`src/ctlb_pkg.sv`:
```
// ----------------------------------------------------------------------------
// ctlb_pkg
// Shared constants, command and status types for the census line buffer.
// ----------------------------------------------------------------------------
package ctlb_pkg;

   localparam int WIN_H        = 7;
   localparam int WIN_W        = 7;
   localparam int MAX_WIDTH    = 4096;

   localparam int HALF_H       = WIN_H / 2;
   localparam int HALF_W       = WIN_W / 2;

   localparam int PIX_BITS     = 8;
   localparam int CFG_BITS     = 13;
   localparam int WORD_BITS    = 48;
   localparam int WORD_IDX     = $clog2(WORD_BITS);
   localparam int COL_OUT_BITS = 12;
   localparam int COL_BITS     = $clog2(MAX_WIDTH);
   localparam int SLOT_BITS    = $clog2(WIN_H);
   localparam int TAP_BITS     = $clog2(WIN_W);

   localparam int RESET_WIDTH  = 3840;

   typedef logic [PIX_BITS-1:0]  pixel_type;
   typedef logic [COL_BITS-1:0]  col_type;
   typedef logic [SLOT_BITS-1:0] slot_type;

   // Commands from the controller to the datapath
   typedef struct packed {
      logic clear_en;   // write zero to one row of every line slot
      logic take;       // accept a pixel beat
      logic read_en;    // fetch one window column from all slots
      logic load_out;   // load a census word into the output register
   } cmd_type;

   // Status from the datapath to the controller
   typedef struct packed {
      logic clear_last;       // final row of the clearing pass
      logic take_has_result;  // pixel on the input causes at least one word
      logic read_last;        // rightmost window column being fetched
      logic out_free;         // output register can take a word
      logic at_end;           // current centre column is the final one
   } status_type;

   // Line slot that feeds window row 'row' (row 0 is the oldest line)
   function automatic slot_type slot_of_row(slot_type newest, slot_type row);
      logic [SLOT_BITS:0] sum;
      sum = {1'b0, newest} + {1'b0, row} + (SLOT_BITS+1)'(1);
      if (sum >= (SLOT_BITS+1)'(WIN_H)) begin
         sum = sum - (SLOT_BITS+1)'(WIN_H);
      end
      return sum[SLOT_BITS-1:0];
   endfunction

endpackage

```
`src/ctlb_ctrl.sv`:
```
// ----------------------------------------------------------------------------
// ctlb_ctrl
// Sequencer: clearing pass, pixel intake, window fetch and word emission.
// ----------------------------------------------------------------------------
module ctlb_ctrl (
   input  logic                 clock,
   input  logic                 reset,
   input  logic                 req_valid,
   output logic                 req_stall,
   input  ctlb_pkg::status_type status,
   output ctlb_pkg::cmd_type    cmd
);

   typedef enum logic [2:0] {
      S_CLEAR,
      S_IDLE,
      S_READ,
      S_DRAIN,
      S_EMIT
   } state_type;

   state_type state_ff;
   state_type state_in;

   always_comb begin
      state_in = state_ff;
      cmd      = '0;
      case (state_ff)
         S_CLEAR: begin
            cmd.clear_en = 1'b1;
            if (status.clear_last) begin
               state_in = S_IDLE;
            end
         end
         S_IDLE: begin
            if (req_valid) begin
               cmd.take = 1'b1;
               if (status.take_has_result) begin
                  state_in = S_READ;
               end
            end
         end
         S_READ: begin
            cmd.read_en = 1'b1;
            if (status.read_last) begin
               state_in = S_DRAIN;
            end
         end
         S_DRAIN: begin
            // last column still on its way out of the RAMs
            state_in = S_EMIT;
         end
         S_EMIT: begin
            if (status.out_free) begin
               cmd.load_out = 1'b1;
               state_in     = status.at_end ? S_IDLE : S_READ;
            end
         end
         default: begin
            state_in = S_CLEAR;
         end
      endcase
   end

   always_ff @(posedge clock) begin
      if (reset) begin
         state_ff <= S_CLEAR;
      end else begin
         state_ff <= state_in;
      end
   end

   assign req_stall = (state_ff != S_IDLE);

endmodule

```
`config.mk`:
```
export PLATFORM = sky130hd
export DESIGN_NAME = ctlb_ctrl
export DESIGN_NICKNAME = d
export VERILOG_FILES = /design/src/ctlb_pkg.sv /design/src/ctlb_ctrl.sv
export SDC_FILE = /design/constraint.sdc
export NUM_CORES = 1
export LEC_CHECK = 0
export ABC_CLOCK_PERIOD_IN_PS = 1100
export BUFFER_PORTS_ARGS = -buffer_cell sky130_fd_sc_hd__buf_2
export CAP_MARGIN = 10
export CELL_PAD_IN_SITES_DETAIL_PLACEMENT = 1
export CELL_PAD_IN_SITES_GLOBAL_PLACEMENT = 1
export CORE_AREA = 2 2 39 41
export CTS_CLUSTER_SIZE = 10
export DETAILED_ROUTE_END_ITERATION = 7
export DIE_AREA = 0 0 41 43
export PLACE_DENSITY_LB_ADDON = 0.1
export SYNTH_ARGS = -nofsm -noshare
export SYNTH_HDL_FRONTEND = slang
export SYNTH_SLANG_ARGS = --single-unit
export TNS_END_PERCENT = 50
```
`constraint.sdc`:
```
create_clock -name clock -period 1.1 [get_ports clock]
set_input_delay 0 -clock clock [delete_from_list [all_inputs] [get_ports clock]]
set_output_delay 0 -clock clock [all_outputs]
set_load 0.005 [all_outputs]
```
# --- Yosys cells after proc, flatten, opt, wreduce, memory -nomap -nowiden ---
# Cells that the tools add are included.
totals:
  word_cells: 26
  mem_count: 0
  ff_bits: 3
  output_inout_bits: 5
  mem_bits_ro: 0
  latch_bits: 0
  mem_bits_rw: 0
  inputBits: 8
op_classes:
  reduce_logical: 2
  magnitude_cmp: 0
  mux: 13
  add_sub_neg: 0
  eq_ne: 10
  shifts: 0
  bitwise_logic: 0
  div: 0
  n_mul: 0
op_table:
  columns: ["operator", "n"]
  rows:
  - ["$mux 3", 5]
  - ["$pmux 3 s5", 1]
  - ["$ne 2x2->1 const B", 5]
  - ["$eq 3x2->1 const B", 2]
  - ["$mux 1", 6]
  - ["$reduce_and 5->1", 1]
  - ["$eq 3x1->1 const B", 1]
  - ["$eq 3x3->1 const B", 1]
  - ["$logic_not 3->1", 1]
  - ["$ne 3x1->1 const B", 1]
  - ["$mux 2", 1]

# --- Longest topological paths before layout ---
depth:
  ltp_word: 3
  mapped_depth: 4
  depth_no_buf: 3

# --- Least setup slack after synthesis ---
# No wires, ideal clock.
synth_path:
  path_type: "register -> register"
  startpoint: "reg state_ff[0]"
  endpoint: "reg state_ff[0]"
  path_buffers: 1
  setup_time_ns: 0.117
  arrival_time_ns: 0.832
  synth_period_minus_slack_ns: 0.949
  t_required_ns: 0.983
  path_slack_ns: 0.151
  path_stages_with_launch: 5
  cell_sequence: "dfxtp_1 -> buf_6 -> nor2b_4 -> nor2b_4 -> a32o_1"
synth_between:
  elab_chain_len: 3
  elab_cells_between_ends: 12
  classes_between: "9 x eq/ne; 1 x mux; 2 x reduce/logical"
synth_rtl:
  columns: ["item", "line", "source"]
  rows:
  - ["start: declaration", "ctlb_ctrl.sv:22", "state_type state_ff;"]
  - ["start signal: assignment", "ctlb_ctrl.sv:69", "state_ff <= state_in;"]
  - ["$eq 3x1->1, or another cell as far along", "ctlb_ctrl.sv:28", "case (state_ff)"]
  - ["$ne 2x2->1 (no source line)", null, null]
  - ["$reduce_and 5->1 (no source line)", null, null]
# Parallel ways exist; a longest one is shown, timed or not.
# A chain may end at the register's enable or synchronous reset.

==> impl_metrics.py <==
metrics = {
    "placed_design": {
        "place.gp.congestion": 0.6937,
        "dp_hpwl_um": 538.7,
        "io_buffers": 12,
    },
    "power": {
        "swShare_pct": 28.21,
        "power_leakage_nw": 0.1948,
        "p_sw_w": 0.0001342,
        "pwr-share-comb_pct": 30.8,
        "seq_power_share_pct": 27.1,
        "power-per-cell-area_nw_per_um2": 1219,
        "clockPowerShare_pct": 42.1,
        "peakVddDrop_uv": 403.2,
        "intPower_w": 0.0003415,
        "p_total_w": 0.0004757,
    },
    "logic_synthesis": {
        "ys_warn_count": 0,
        "synth_cell_types": 17,
        "ys_ff_latch": 3,
        "synth_area_leader_cell": "dfxtp_1",
        "synth_area_um2": 241.5,
        "post_synth_main_area_contributors": "dfxtp_1, nor2b_4, buf_6",
        "yosysTopAreaCellShare_pct": 24.87,
        "postSynthCellCount": 30,
        "synth_area_per_cell_um2": 8.049,
        "synth_fp_nets": 38,
        "synth.yosys.seq_area_share_pct": 24.87,
    },
    "clocking": {
        "clock_path_buffers": 2,
        "cts_buffers": 3,
        "cts_tree": "done",
        "root_buffer": "clkbuf_4",
        "worstSkewPairLatency_ps": 240,
        "clock_sinks": 3,
        "clkTransAtPathRegs_ps": 40,
        "htree_levels": 1,
    },
    "setup_path": {
        "critPathCaptureType": "output port",
        "critPathMaxFanout": 3,
        "required_ps": 1100,
        "worstSetupPathType": "reg -> out",
        "arrival_ps": 1110,
        "critPathLaunchType": "register",
    },
    "timing": {
        "fin_ws_ps": -6.911,
        "clock_skew_ps": 4.113,
        "slew_violations": 0,
        "finalCritPeriodShare_pct": 100.6,
        "worst_pin_slew_ps": 207.6,
        "slew_headroom_pct": 86.06,
        "rsz0062_at_grt": "yes",
        "setup_violations": 1,
        "setup_tns_ps": -6.911,
        "period_needed_ps": 1107,
        "hold_viol": 0,
        "fmax_mhz": 903.4,
        "hold_ws_ps": 135.6,
    },
    "layout": {
        "drive_above_1_share_pct": 57.14,
        "nNetsFinal": 58,
        "insertedDiodeCount": 0,
        "largest_reg_flops": 3,
        "syn_to_final_growth_pct": 61.66,
        "largest_register": "state_ff",
        "largest_registers": "state_ff (3)",
    },
    "grt": {
        "antenna_found_initial": 0,
        "grt_pass1_wl_mm": 1.221,
        "grt-ovfl-total": 0,
        "grt_max_degree": 10,
        "gr-usage-all-layers_pct": 11.12,
        "grt_pass1_vias": 292,
    },
    "detailed_routing": {
        "wl_per_cell_um": 11.85,
        "wl_um": 770,
        "via_per_inst": 4.554,
        "drt_first_pass_iters": 2,
        "drtIter0Drc": 8,
        "ant_nets": 0,
        "vias": 296,
        "drc": 0,
    },
    "floorplanning": {
        "rows": 14,
        "die_area_um2": 1763,
        "start_util_pct": 17.45,
        "dieWidth_um": 41,
        "die-height_um": 43,
        "core-area_um2": 1384,
        "num_io_pins": 13,
    },
    "run": {
        "max-cap-violations": 0,
    },
    "status": {
        "violations": "setup timing",
        "status": "finished with violations",
    },
    "min_path": {
        "hp-class": "in -> reg",
    },
}
==> worst paths after layout <==
kind / start / endpoint / slack [ps] / depth (start not counted)
setup / recovery: state_ff[0] / cmd[2] / -7 / 4
hold / removal: status[1] / state_ff[2] / 140 / 4
setup reg to reg: state_ff[2] / state_ff[1] / 50 / 4
hold reg to reg: state_ff[1] / state_ff[2] / 620 / 2
==> metrics by stage <==
step	cell area (um^2)	worst slack [ps]	std cells	utilization [%]
global route	390.4	-63.64	65	28.21
CTS	359.1	-9.847	63	25.95
finish	390.4	-6.911	65	28.21
floorplan	241.5	150.9	30	-
global placement	299.0	13.50	56	21.61
detailed placement	299.0	32.69	56	21.61
==> repair_timing <==
action                                 in CTS  in global routing
pin swaps                                   1                  1
setup endpoints to repair                   4                  5
resized for setup                           5                  4
endpoints found under the hold margin       2                  0
hold buffers                                1                  0
buffers inserted                            2                  2
==> layer usage <==
metal  vias up  share of wire [%]  track usage, %
met5         -                  0               0
met4         0               0.78           8.000
met1       143                 38           10.86
met2         9                 57           17.50
li1        142                  -               -
met3         2                4.2           4.712
==> worst max-delay path, stage by stage, from the launching register on <==
cell and delay, ps:
dfxtp_4 340, nor2b_4 130, nor2b_4 170, and2_4 150
buf_6 80
==> cell usage in the layout (no fill, tap or decap), drive strengths merged <==
master        n
buf          17
nor2          5
clkbuf        4
inv           3
dfxtp         3
nor2b         2
nor3          2
o21ai         2
nor3b         2
and3          1
and2          1
a32oi         1
nand3         1
a21oi         1
a32o          1
o22a          1
a311oi        1
dlygate4sd3   1
==> power groups by stage <==
stage	logic (W)	clock network, W	registers [W]
after floorplan	0.0000860	0	0.000122
after global placement	0.000102	0	0.000138
after detailed placement	0.000101	0	0.000138
after CTS	0.000131	0.000211	0.000131
after global routing	0.000163	0.000224	0.000130
final	0.000147	0.000200	0.000129
==> layout make-up <==
class                           instances  area (um^2)
Fill cell                             174        993.5
Multi-Input combinational cell         21        150.1
Timing Repair Buffer                   18        113.9
Sequential cell                         3        68.82
Clock buffer                            4        26.28
Tap cell                               16        20.02
Inverter                                3        11.26
==> logic make-up (layout without fill, tap and decap cells) <==
family / after synthesis / in the layout / synth area share, %
flip-flops: 3 / 3 / 24.87
AO/OA/AOI/OAI: 7 / 7 / 21.24
buffers and inverters: 6 / 25 / 17.10
AND/OR/NAND/NOR: 14 / 14 / 36.79
==> cells in the mapped netlist <==
master,instances
dfxtp_1,3
o22a_1,1
a21oi_1,1
a32o_1,1
and2_1,1
a32oi_1,1
a311oi_1,1
buf_4,1
buf_6,2
nor3_1,2
and3_1,1
nor2_1,5
nand3_1,1
o21ai_0,2
nor2b_4,2
nor3b_1,2
inv_1,3
(Power assumes the default switching activity.)
